<file path="src/rtl/core/via_tmr_pkg.sv">
// ----------------------------------------------------------------------------
// via_tmr_pkg
// Shared types and constants for the VIA-style timer and register block.
// ----------------------------------------------------------------------------
package via_tmr_pkg;

    typedef enum logic [1:0] {
        REQ_READ  = 2'd0,
        REQ_WRITE = 2'd1,
        REQ_TICK  = 2'd2
    } req_t;

    // register window
    localparam logic [3:0] REG_PORT_B  = 4'd0;
    localparam logic [3:0] REG_PORT_A  = 4'd1;
    localparam logic [3:0] REG_DIR_B   = 4'd2;
    localparam logic [3:0] REG_DIR_A   = 4'd3;
    localparam logic [3:0] REG_T1_LO   = 4'd4;
    localparam logic [3:0] REG_T1_HI   = 4'd5;
    localparam logic [3:0] REG_T1L_LO  = 4'd6;
    localparam logic [3:0] REG_T1L_HI  = 4'd7;
    localparam logic [3:0] REG_T2_LO   = 4'd8;
    localparam logic [3:0] REG_T2_HI   = 4'd9;
    localparam logic [3:0] REG_SHIFT   = 4'd10;
    localparam logic [3:0] REG_AUX     = 4'd11;
    localparam logic [3:0] REG_PERIPH  = 4'd12;
    localparam logic [3:0] REG_IFR     = 4'd13;
    localparam logic [3:0] REG_IER     = 4'd14;

    localparam int FLAG_T1_BIT = 6;
    localparam int FLAG_T2_BIT = 5;
    localparam int IER_SET_BIT = 7;

    typedef struct packed {
        logic [1:0]  req_type;
        logic [3:0]  reg_offset;
        logic [7:0]  write_data;
        logic [15:0] tick_count;
    } item_t;

    typedef struct packed {
        logic [7:0] read_data;
        logic       irq_out;
    } result_t;

endpackage

</file>
<file path="src/rtl/core/via_timer_register_block_top.sv">
// ----------------------------------------------------------------------------
// via_timer_register_block_top
// VIA-style register window with two 16-bit down timers and interrupt logic.
// ----------------------------------------------------------------------------
// Each accepted word (read, write or tick) yields exactly one result word.
// The block sustains one word per clock while results are taken: a word is
// captured in an input register, and from there it updates the register file
// and timers and loads its result into the result register, where the result
// word is valid. Throughput is set by the register/timer update between the
// input register and the result register; a stalled result holds the pipeline
// only once both registers are full.
module via_timer_register_block_top
(
    input  logic        clk,
    input  logic        rst_n,
    input  logic        in_valid,
    output logic        in_stall,
    input  logic [1:0]  req_type,
    input  logic [3:0]  reg_offset,
    input  logic [7:0]  write_data,
    input  logic [15:0] tick_count,
    output logic        out_valid,
    input  logic        out_stall,
    output logic [7:0]  read_data,
    output logic        irq_out
);

    logic                  s1_valid_reg, s1_valid_next;
    via_tmr_pkg::item_t    s1_item_reg;
    logic                  out_valid_reg, out_valid_next;
    via_tmr_pkg::result_t  out_res_reg;
    via_tmr_pkg::result_t  res;
    logic                  advance;
    logic                  fire;
    logic                  in_take;

    assign advance  = !out_valid_reg || !out_stall;
    assign fire     = s1_valid_reg && advance;
    assign in_stall = s1_valid_reg && !advance;
    assign in_take  = in_valid && !in_stall;

    assign s1_valid_next  = in_take || (s1_valid_reg && !fire);
    assign out_valid_next = fire || (out_valid_reg && out_stall);

    via_tmr_regs u_regs
    (
        .clk   (clk),
        .rst_n (rst_n),
        .fire  (fire),
        .item  (s1_item_reg),
        .res   (res)
    );

    always_ff @(posedge clk or negedge rst_n)
    begin
        if (!rst_n)
        begin
            s1_valid_reg  <= 1'b0;
            out_valid_reg <= 1'b0;
        end
        else
        begin
            s1_valid_reg  <= s1_valid_next;
            out_valid_reg <= out_valid_next;
        end
    end

    always_ff @(posedge clk)
    begin
        if (in_take)
        begin
            s1_item_reg <= '{req_type:   req_type,
                             reg_offset: reg_offset,
                             write_data: write_data,
                             tick_count: tick_count};
        end
        if (fire)
        begin
            out_res_reg <= res;
        end
    end

    assign out_valid = out_valid_reg;
    assign read_data = out_res_reg.read_data;
    assign irq_out   = out_res_reg.irq_out;

`ifndef SYNTHESIS
    a_irq_only_on_tick: assert property (@(posedge clk) disable iff (!rst_n)
        fire && (s1_item_reg.req_type != via_tmr_pkg::REQ_TICK) |=> !irq_out)
        else $error("irq set on a non-tick word");

    a_rdata_only_on_read: assert property (@(posedge clk) disable iff (!rst_n)
        fire && (s1_item_reg.req_type != via_tmr_pkg::REQ_READ) |=> read_data == 8'd0)
        else $error("read data nonzero on a non-read word");

    a_held_word_kept: assert property (@(posedge clk) disable iff (!rst_n)
        in_stall |=> s1_valid_reg)
        else $error("input word dropped while stalled");
`endif

endmodule

</file>
<file path="src/rtl/core/via_tmr_regs.sv">
// ----------------------------------------------------------------------------
// via_tmr_regs
// Register file, timers and interrupt logic; processes one word per fire.
// ----------------------------------------------------------------------------
module via_tmr_regs
(
    input  logic                 clk,
    input  logic                 rst_n,
    input  logic                 fire,
    input  via_tmr_pkg::item_t   item,
    output via_tmr_pkg::result_t res
);

    logic [7:0]  port_b_reg,  port_b_next;
    logic [7:0]  port_a_reg,  port_a_next;
    logic [7:0]  dir_b_reg,   dir_b_next;
    logic [7:0]  dir_a_reg,   dir_a_next;
    logic [15:0] t1_cnt_reg,  t1_cnt_next;
    logic [15:0] t1_rld_reg,  t1_rld_next;
    logic [15:0] t2_cnt_reg,  t2_cnt_next;
    logic [15:0] t2_rld_reg,  t2_rld_next;
    logic [7:0]  shift_reg_q, shift_next;
    logic [7:0]  aux_reg,     aux_next;
    logic [7:0]  periph_reg,  periph_next;
    logic [7:0]  ifr_reg,     ifr_next;
    logic [6:0]  ier_reg,     ier_next;
    logic [7:0]  rd_mux;

    // read selection
    always_comb
    begin
        case (item.reg_offset)
            via_tmr_pkg::REG_PORT_B:  rd_mux = port_b_reg;
            via_tmr_pkg::REG_PORT_A:  rd_mux = port_a_reg;
            via_tmr_pkg::REG_DIR_B:   rd_mux = dir_b_reg;
            via_tmr_pkg::REG_DIR_A:   rd_mux = dir_a_reg;
            via_tmr_pkg::REG_T1_LO:   rd_mux = t1_cnt_reg[7:0];
            via_tmr_pkg::REG_T1_HI:   rd_mux = t1_cnt_reg[15:8];
            via_tmr_pkg::REG_T1L_LO:  rd_mux = t1_rld_reg[7:0];
            via_tmr_pkg::REG_T1L_HI:  rd_mux = t1_rld_reg[15:8];
            via_tmr_pkg::REG_T2_LO:   rd_mux = t2_cnt_reg[7:0];
            via_tmr_pkg::REG_T2_HI:   rd_mux = t2_cnt_reg[15:8];
            via_tmr_pkg::REG_SHIFT:   rd_mux = shift_reg_q;
            via_tmr_pkg::REG_AUX:     rd_mux = aux_reg;
            via_tmr_pkg::REG_PERIPH:  rd_mux = periph_reg;
            via_tmr_pkg::REG_IFR:     rd_mux = ifr_reg;
            via_tmr_pkg::REG_IER:     rd_mux = {1'b1, ier_reg};
            default:                  rd_mux = port_a_reg;   // offset 15 mirrors port A
        endcase
    end

    always_comb
    begin
        port_b_next = port_b_reg;
        port_a_next = port_a_reg;
        dir_b_next  = dir_b_reg;
        dir_a_next  = dir_a_reg;
        t1_cnt_next = t1_cnt_reg;
        t1_rld_next = t1_rld_reg;
        t2_cnt_next = t2_cnt_reg;
        t2_rld_next = t2_rld_reg;
        shift_next  = shift_reg_q;
        aux_next    = aux_reg;
        periph_next = periph_reg;
        ifr_next    = ifr_reg;
        ier_next    = ier_reg;
        res         = '0;

        case (via_tmr_pkg::req_t'(item.req_type))
            via_tmr_pkg::REQ_READ:
            begin
                res.read_data = rd_mux;
                if (item.reg_offset == via_tmr_pkg::REG_T1_HI)
                begin
                    ifr_next[via_tmr_pkg::FLAG_T1_BIT] = 1'b0;
                end
            end
            via_tmr_pkg::REQ_WRITE:
            begin
                case (item.reg_offset)
                    via_tmr_pkg::REG_PORT_B:  port_b_next = item.write_data;
                    via_tmr_pkg::REG_PORT_A:  port_a_next = item.write_data;
                    via_tmr_pkg::REG_DIR_B:   dir_b_next  = item.write_data;
                    via_tmr_pkg::REG_DIR_A:   dir_a_next  = item.write_data;
                    via_tmr_pkg::REG_T1_LO,
                    via_tmr_pkg::REG_T1L_LO:  t1_rld_next = {t1_rld_reg[15:8], item.write_data};
                    via_tmr_pkg::REG_T1_HI:
                    begin
                        t1_rld_next = {item.write_data, t1_rld_reg[7:0]};
                        t1_cnt_next = {item.write_data, t1_rld_reg[7:0]};
                        ifr_next[via_tmr_pkg::FLAG_T1_BIT] = 1'b0;
                    end
                    via_tmr_pkg::REG_T1L_HI:  t1_rld_next = {item.write_data, t1_rld_reg[7:0]};
                    via_tmr_pkg::REG_T2_LO:   t2_rld_next = {t2_rld_reg[15:8], item.write_data};
                    via_tmr_pkg::REG_T2_HI:   t2_cnt_next = {item.write_data, t2_rld_reg[7:0]};
                    via_tmr_pkg::REG_SHIFT:   shift_next  = item.write_data;
                    via_tmr_pkg::REG_AUX:     aux_next    = item.write_data;
                    via_tmr_pkg::REG_PERIPH:  periph_next = item.write_data;
                    via_tmr_pkg::REG_IFR:     ifr_next    = item.write_data;
                    via_tmr_pkg::REG_IER:
                    begin
                        if (item.write_data[via_tmr_pkg::IER_SET_BIT])
                        begin
                            ier_next = ier_reg | item.write_data[6:0];
                        end
                        else
                        begin
                            ier_next = ier_reg & ~item.write_data[6:0];
                        end
                    end
                    default:                  port_a_next = item.write_data;
                endcase
            end
            via_tmr_pkg::REQ_TICK:
            begin
                // flag when the counter reaches or passes zero during this tick
                if (t1_cnt_reg <= item.tick_count)
                begin
                    ifr_next[via_tmr_pkg::FLAG_T1_BIT] = 1'b1;
                end
                if (t2_cnt_reg <= item.tick_count)
                begin
                    ifr_next[via_tmr_pkg::FLAG_T2_BIT] = 1'b1;
                end
                t1_cnt_next = t1_cnt_reg - item.tick_count;
                t2_cnt_next = t2_cnt_reg - item.tick_count;
                res.irq_out =
                    (ifr_next[via_tmr_pkg::FLAG_T1_BIT] & ier_reg[via_tmr_pkg::FLAG_T1_BIT]) |
                    (ifr_next[via_tmr_pkg::FLAG_T2_BIT] & ier_reg[via_tmr_pkg::FLAG_T2_BIT]);
            end
            default:
            begin
                res = '0;
            end
        endcase
    end

    always_ff @(posedge clk or negedge rst_n)
    begin
        if (!rst_n)
        begin
            port_b_reg  <= '0;
            port_a_reg  <= '0;
            dir_b_reg   <= '0;
            dir_a_reg   <= '0;
            t1_cnt_reg  <= '0;
            t1_rld_reg  <= '0;
            t2_cnt_reg  <= '0;
            t2_rld_reg  <= '0;
            shift_reg_q <= '0;
            aux_reg     <= '0;
            periph_reg  <= '0;
            ifr_reg     <= '0;
            ier_reg     <= '0;
        end
        else if (fire)
        begin
            port_b_reg  <= port_b_next;
            port_a_reg  <= port_a_next;
            dir_b_reg   <= dir_b_next;
            dir_a_reg   <= dir_a_next;
            t1_cnt_reg  <= t1_cnt_next;
            t1_rld_reg  <= t1_rld_next;
            t2_cnt_reg  <= t2_cnt_next;
            t2_rld_reg  <= t2_rld_next;
            shift_reg_q <= shift_next;
            aux_reg     <= aux_next;
            periph_reg  <= periph_next;
            ifr_reg     <= ifr_next;
            ier_reg     <= ier_next;
        end
    end

endmodule

</file>
<file path="config.mk">
export PLATFORM = sky130hd
export DESIGN_NAME = via_timer_register_block_top
export DESIGN_NICKNAME = d
export VERILOG_FILES = /design/src/rtl/core/via_tmr_pkg.sv /design/src/rtl/core/via_timer_register_block_top.sv /design/src/rtl/core/via_tmr_regs.sv
export SDC_FILE = /design/constraint.sdc
export NUM_CORES = 1
export LEC_CHECK = 0
export ABC_AREA = 1
export BUFFER_PORTS_ARGS = -buffer_cell sky130_fd_sc_hd__buf_2
export CAP_MARGIN = 20
export CORE_ASPECT_RATIO = 1.2
export CORE_MARGIN = 3
export CORE_UTILIZATION = 60
export DETAILED_ROUTE_END_ITERATION = 8
export PLACE_DENSITY_LB_ADDON = 0.25
export REMOVE_ABC_BUFFERS = 1
export SYNTH_ARGS = -nofsm -noshare
export SYNTH_HDL_FRONTEND = slang
export SYNTH_SLANG_ARGS = --single-unit
</file>
<file path="constraint.sdc">
create_clock -name clk -period 5.8 [get_ports clk]
set_input_delay 0.87 -clock clk [delete_from_list [all_inputs] [get_ports clk]]
set_output_delay 0.87 -clock clk [all_outputs]
set_load 0.02 [all_outputs]
</file>
Word level (Yosys, flattened, before mapping)
Index checks and enable logic that the tools add are counted.
{"block": "op_classes", "eq_ne": 20, "shifts": 0, "order_cmp": 2, "n_reduce_logical": 36, "addsub": 2, "bitwise": 9, "mul": 0, "muxes": 16, "div_mod_pow": 0}
{"op": "8-bit one-hot mux with 14 select lines", "n": 1}
{"op": "16-bit one-hot mux with 2 select lines", "n": 3}
{"op": "3-bit AND reduction", "n": 13}
{"op": "16-bit less-or-equal comparator", "n": 2}
{"op": "16-bit two-way mux", "n": 2}
{"op": "16-bit subtractor", "n": 2}
{"op": "4-bit == test, second input constant", "n": 7}
{"op": "4-bit by 3-bit == test with 1-bit output, second input constant", "n": 4}
{"op": "14-bit OR reduction", "n": 1}
{"op": "4-bit AND reduction", "n": 3}
{"op": "4-bit by 2-bit == test with 1-bit output, second input constant", "n": 2}
{"op": "7-bit bitwise AND", "n": 1}
{"op": "7-bit two-way mux", "n": 1}
{"op": "7-bit NOT", "n": 1}
{"op": "7-bit OR", "n": 1}
{"op": "6-bit two-way mux", "n": 1}
{"op": "1-bit logical AND", "n": 5}
{"op": "1-bit logical NOT", "n": 5}
{"op": "1-bit two-way mux", "n": 5}
{"op": "4-bit logical NOT", "n": 1}
{"op": "2-bit by 1-bit != test with 1-bit output, second input constant", "n": 2}
{"op": "2-bit != test, second input constant", "n": 2}
{"op": "1-bit one-hot mux with 2 select lines", "n": 2}
{"op": "2-bit OR reduction", "n": 2}
{"op": "other kinds (11)", "n": 16}
{"block": "totals", "elab_cells": 109, "latch_bits": 0, "out_inout_bits": 11, "romBits": 0, "register_bits": 168, "n_memories": 0, "ram_bits": 0, "inputBits": 34}

Longest topological paths before layout
{"block": "depth", "ltp_word": 7, "ltp_mapped": 15}

Modules after synthesis
From an unflattened synthesis, not the netlist that was laid out.
{"block": "hier_totals", "hier_cells": 1237, "area_unflattened_um2": 9318.9}
{"module": "via_tmr_regs", "area_per_inst_um2": 8052.7, "seq_area_each_um2": 3178.0, "instances": 1, "cells_per_inst": 1186}
{"module": "via_timer_register_block_top", "area_per_inst_um2": 1266.2, "seq_area_each_um2": 1221.2, "instances": 1, "cells_per_inst": 51}

Least setup slack after synthesis
OpenSTA, ideal clock, no wires.
{"block": "synth_timing", "path_kind": "input port to flip-flop", "startpoint": "in out_stall", "endpoint": "reg s1_item_reg[0] (netlist name) (enable)", "path_stages": 5, "path_slack_ns": 3.594, "required_time_ns": 5.415, "arrival_time_ns": 1.822, "cell_sequence": "nand2_1 -> nor2_1 -> inv_1 -> nand2_1 -> inv_1"}
{"block": "synth_via", "elab_chain_len": 6}
{"element": "start, declared", "line_no": "via_timer_register_block_top.sv:23", "rtl": "input logic out_stall,"}
{"element": "1-bit logical NOT", "line_no": "via_timer_register_block_top.sv:37", "rtl": "assign advance = !out_valid_reg || !out_stall;"}
{"element": "1-bit logical OR", "line_no": "via_timer_register_block_top.sv:37"}
{"element": "1-bit logical NOT", "line_no": "via_timer_register_block_top.sv:39", "rtl": "assign in_stall = s1_valid_reg && !advance;"}
{"element": "1-bit logical AND", "line_no": "via_timer_register_block_top.sv:39"}
{"element": "net in_stall", "line_no": "via_timer_register_block_top.sv:17", "rtl": "output logic in_stall,"}
{"element": "1-bit logical NOT", "line_no": "via_timer_register_block_top.sv:40", "rtl": "assign in_take = in_valid && !in_stall;"}
{"element": "1-bit logical AND", "line_no": "via_timer_register_block_top.sv:40"}
{"element": "net in_take", "line_no": "via_timer_register_block_top.sv:35", "rtl": "logic in_take;"}
{"element": "end signal, assigned", "line_no": "via_timer_register_block_top.sv:72", "rtl": "s1_item_reg <= '{req_type: req_type,"}
{"element": "end, declared", "line_no": "via_timer_register_block_top.sv:29", "rtl": "via_tmr_pkg::item_t s1_item_reg;"}
The timed path passes the listed nets, and every way through them passes these cells.
A chain may end at the register's enable or synchronous reset.

Final worst setup path
{"block": "layout_timing", "startpoint": "reg s1_item_reg[28] (netlist name)", "endpoint": "reg u_regs.t2_cnt_reg[0]"}
{"block": "layout_via", "elab_chain_len": 3, "elab_cells_between_ends": 6, "cone_classes": "eq/ne: 3; mux: 1; reduce/logical: 2"}
{"element": "2-bit by 1-bit == test with 1-bit output / 2-bit == test (equally long branches)", "line_no": "via_tmr_regs.sv:69", "rtl": "case (via_tmr_pkg::req_t'(item.req_type))"}
{"element": "2-bit != test (no source line) / 2-bit nonzero test (equally long branches)"}
{"element": "3-bit AND reduction (no source line)"}
{"element": "end signal, assigned", "line_no": "via_tmr_regs.sv:164", "rtl": "t2_cnt_reg <= t2_cnt_next;"}
{"element": "end, declared", "line_no": "via_tmr_regs.sv:20", "rtl": "logic [15:0] t2_cnt_reg, t2_cnt_next;"}
Parallel ways exist; a longest one is shown, timed or not.

==> results by stage <==
Run status:
- The run finished with clean final reports.

Power and ir drop:
- The peak supply drop is 0.0002231 V.
- The total power per unit cell area is between 400 and 500 nW/µm².
- The power consumption is 4.231 mW.
- The leakage power summed over all cells is 5.190 nW.

Synth:
- After synthesis the cells add up to approximately 9400 µm².
- After synthesis, the cell types taking the most area are dfrtp_1, nand2_1, edfxtp_1.
- The biggest area contributor in the post-synthesis netlist is dfrtp_1.
- The post-synthesis register bit count is 168.
- The gate count after technology mapping is 1235.
- During synthesis, Yosys emitted a total of 0 warnings.
- After synthesis, flip-flops and latches occupy between 40 and 50% of the total area.
- The synthesized design devotes to its leading area cell type 34.35% of total area.
- The number of unique standard cell types used by synthesis is 38.
- Each instance of the synthesized netlist takes up on average 7.610 µm².

Routing:
- Summed over all layers, the routed wires come to ~27000 µm.
- Before antenna repair, the detailed router went through 6 iterations.
- The routed layout has 8418 vias.
- After detailed routing, the number of vias per cell comes to 5.653.
- The detailed router finished its first iteration with approximately 990 violations.
- The count of nets left with antenna violations once routing finished came out at 0.
- For this run, design rule violations remaining after detail routing come to 0.
- The average wire per cell in the routed design is 18.12 µm.

Floorplanning:
- 45 I/O pins were placed.
- In this run the standard cell core region covers 15140 µm².
- The floorplan has 49 rows.
- From bottom edge to top edge, the die measures between 100 and 150 µm.
- The die area is 17210 µm².
- The initial core utilization is 62.06%.
- The width of the die is 120.2 µm.

Placement:
- The global placement routability congestion is 0.9585.
- The HPWL after detailed placement is 19770 µm.
- The cell area reported after detailed placement is 9728 µm².
- The count of buffers added on input and output ports is 44.

CTS:
- The master cell of the clock root buffer is clkbuf_16.
- CTS built an H-tree with a depth of 4.
- Clock tree synthesis found a total of 168 sinks.
- The worst-skew pair later-pin latency is approximately 430 ps.
- The maximum count of clock buffers along a single path is 2.
- The number of buffers inserted during clock tree synthesis is 17.
- The clock-pin slew reported for the worst setup and hold paths after clock tree synthesis is ~70 ps.
- The number of gates resized after cts is 0.
- TritonCTS built the clock tree.
- The count of hold buffers inserted by post-cts repair is 0.
- Once the clock tree was built, the setup fixing pass inserted 0 buffers.

Timing:
- For the final database, setup skew stands at 10.77 ps.
- Setup repair after global routing left no endpoint under its margin.
- The top achievable clock speed is roughly 0.37 GHz.
- The post-route clock period utilization is 46.84%.
- The count of final setup violators is 0.
- The final-report max-slew violation count was 0.
- Subtracting the final worst setup slack from the clock period gives about 2700 ps.
- For the pin with the worst max-slew slack, the measured transition is 896.4 ps.
- The worst slew slack as a fraction of its limit is between 40% and 50%.
- The number of endpoints with negative hold slack in the final report was 0.
- For the final routed database, the setup TNS stands at 0 ps.

Final layout:
- The final-stage net count is 1343.
- The library cells used most frequently in the layout, excluding fill and tap cells, are nand2_1, inv_1, dfrtp_1, o21ai_0, nor2_1.
- The area growth from synthesis to layout is 9.906%.
- Once layout is done, the placed cells without fillers occupy between 10000 and 15000 µm².
- The flip-flop count of the largest register, all copies and words added is 30.
- The number of antenna diodes in the final layout is 0.
- The fraction of the core area covered by cells at the end of the flow is 68.21%.
- Leaving out fill and tap cells, the most frequent cell in the layout is nand2_1.
- The post-route netlist has around 8.2% of its cells at a drive strength greater than 1.

Worst setup path:
- Among the stages of the critical path, the cell type that occurs most often is inv_1.
- The signal on the critical path passes through inv_1, ha_1, buf_4, inv_1, nor3_4, a21oi_2, inv_2, o211ai_1, o21ai_0.
- The type of element launching the critical path is a flip-flop.
- The setup path with the least slack is of type flip-flop to flip-flop.
- The worst setup path is captured at a flip-flop.
- The delay of the slowest critical-path stage is 440 ps.
- Together, buffers and inverters on the worst path number 4.
- At the worst endpoint, the arrival time is 3050 ps.
- The maximum fanout encountered on the critical timing path is 49.
- At the worst endpoint, the required time is 6140 ps.
- The cell with the biggest individual delay on the critical path is buf_4.
- Broken down by cell family, the worst path's largest delay share belongs to buffers and inverters.

Global route:
- For this run, global-route usage on met2 was measured as between 50% and 60%.
- In the global route stage, overall resource usage came out at 32.14%.
- The maximum number of pins on one net before global-route repair is 70.
- The met1 global-route usage is between 30% and 40%.
- The number of antenna violations at the first check in global routing is 1.
- Summed over all layers, the global routing overflow is 0.
- The global routing stage identified its most utilized layer as met2.
- The first global-routing pass estimated 42030 µm of wire.
- The via count of the first global-routing pass came to ~8000.
- Global routing consumed, on the met3 layer, 5.071% of the routing resources.

Run:
- The max capacitance violation total is 0.

Hold path:
- The path type of the worst min-delay path is flip-flop to flip-flop.
## cell usage after synthesis
library cell / count
inv_2: 8
nand3b_1: 5
buf_2: 10
o21ai_2: 1
o211ai_1: 10
inv_4: 1
edfxtp_1: 39
a211oi_1: 1
clkinv_1: 1
nor2_2: 5
a21oi_4: 2
nor2_4: 2
a21oi_1: 63
a21oi_2: 1
or2_2: 1
nand2_4: 1
nand2_1: 401
ha_1: 35
nand4_1: 18
nor3_1: 12
inv_1: 161
fa_1: 2
clkbuf_1: 11
o22ai_1: 3
buf_6: 5
o21ai_1: 4
nor3_4: 2
dfrtp_1: 129
a22oi_1: 1
o21ai_0: 118
nand3_1: 51
nand2_2: 4
nor2_1: 114
buf_4: 3
xor2_1: 6
nor2_8: 1
a31oi_1: 2
xnor2_1: 1
## per-layer routing
layer	up-vias	wire length [µm]
li1	4040	-
met2	407	12970
met3	91	1923
met5	-	16
met4	2	1577
met1	3878	10490
## final timing paths
kind / slack (ps) / start / cells after the start / endpoint
max: 3080 / s1_item_reg[28] / 9 / u_regs.t2_cnt_reg[0]
min: 480 / u_regs.port_a_reg[3] / 2 / u_regs.port_a_reg[3]
max reg2reg: 3080 / s1_item_reg[28] / 9 / u_regs.t2_cnt_reg[0]
min reg2reg: 480 / u_regs.port_a_reg[3] / 2 / u_regs.port_a_reg[3]
max in group asynchronous: 3890 / rst_n / 2 / u_regs.port_b_reg[5]
min in group asynchronous: 520 / rst_n / 1 / u_regs.dir_a_reg[6]
## area by class of cell
cell class                      count  area [µm²]
Clock inverter                     13       167.7
Timing Repair Buffer               47       245.2
Fill cell                        1310        4815
Clock buffer                       19       432.9
Multi-Input combinational cell    867        4184
Sequential cell                   168        4399
Tap cell                          204       255.2
Inverter                          171       644.4
## through the flow
step                std cells  hold slack [ps]  setup slack, ps
floorplan                1206            447.8             2961
global placement         1457            461.6             3256
global route             1489            509.9             2855
CTS                      1489            487.5             3124
finish                   1489            484.4             3083
detailed placement       1457            469.7             3144
## where the power goes
part	total [mW]	leakage, nW	internal [mW]	switching [mW]
logic	1.38	2.89	0.468	0.914
registers	1.68	2.01	1.46	0.217
clock network	1.17	0.289	0.684	0.483
## worst reg2reg max path, cell delays in order (launching register included)
cell	delay (ps)
edfxtp_1	390
inv_1	90
ha_1	140
buf_4	440
inv_1	400
nor3_4	400
a21oi_2	160
inv_2	310
o211ai_1	180
o21ai_0	120
## kinds of logic (layout without fill, tap and decap cells)
group           count (synthesis)  after routing  share of synthesized area [%]
fa+ha+maj                      37             37                          5.086
xor+xnor                        7              7                         0.6524
compound gates                206            206                          11.68
buf+inv                       200            250                          8.667
flops                         168            168                          46.81
simple gates                  617            617                          27.11
Note: power is estimated with default switching activity, not from simulation.
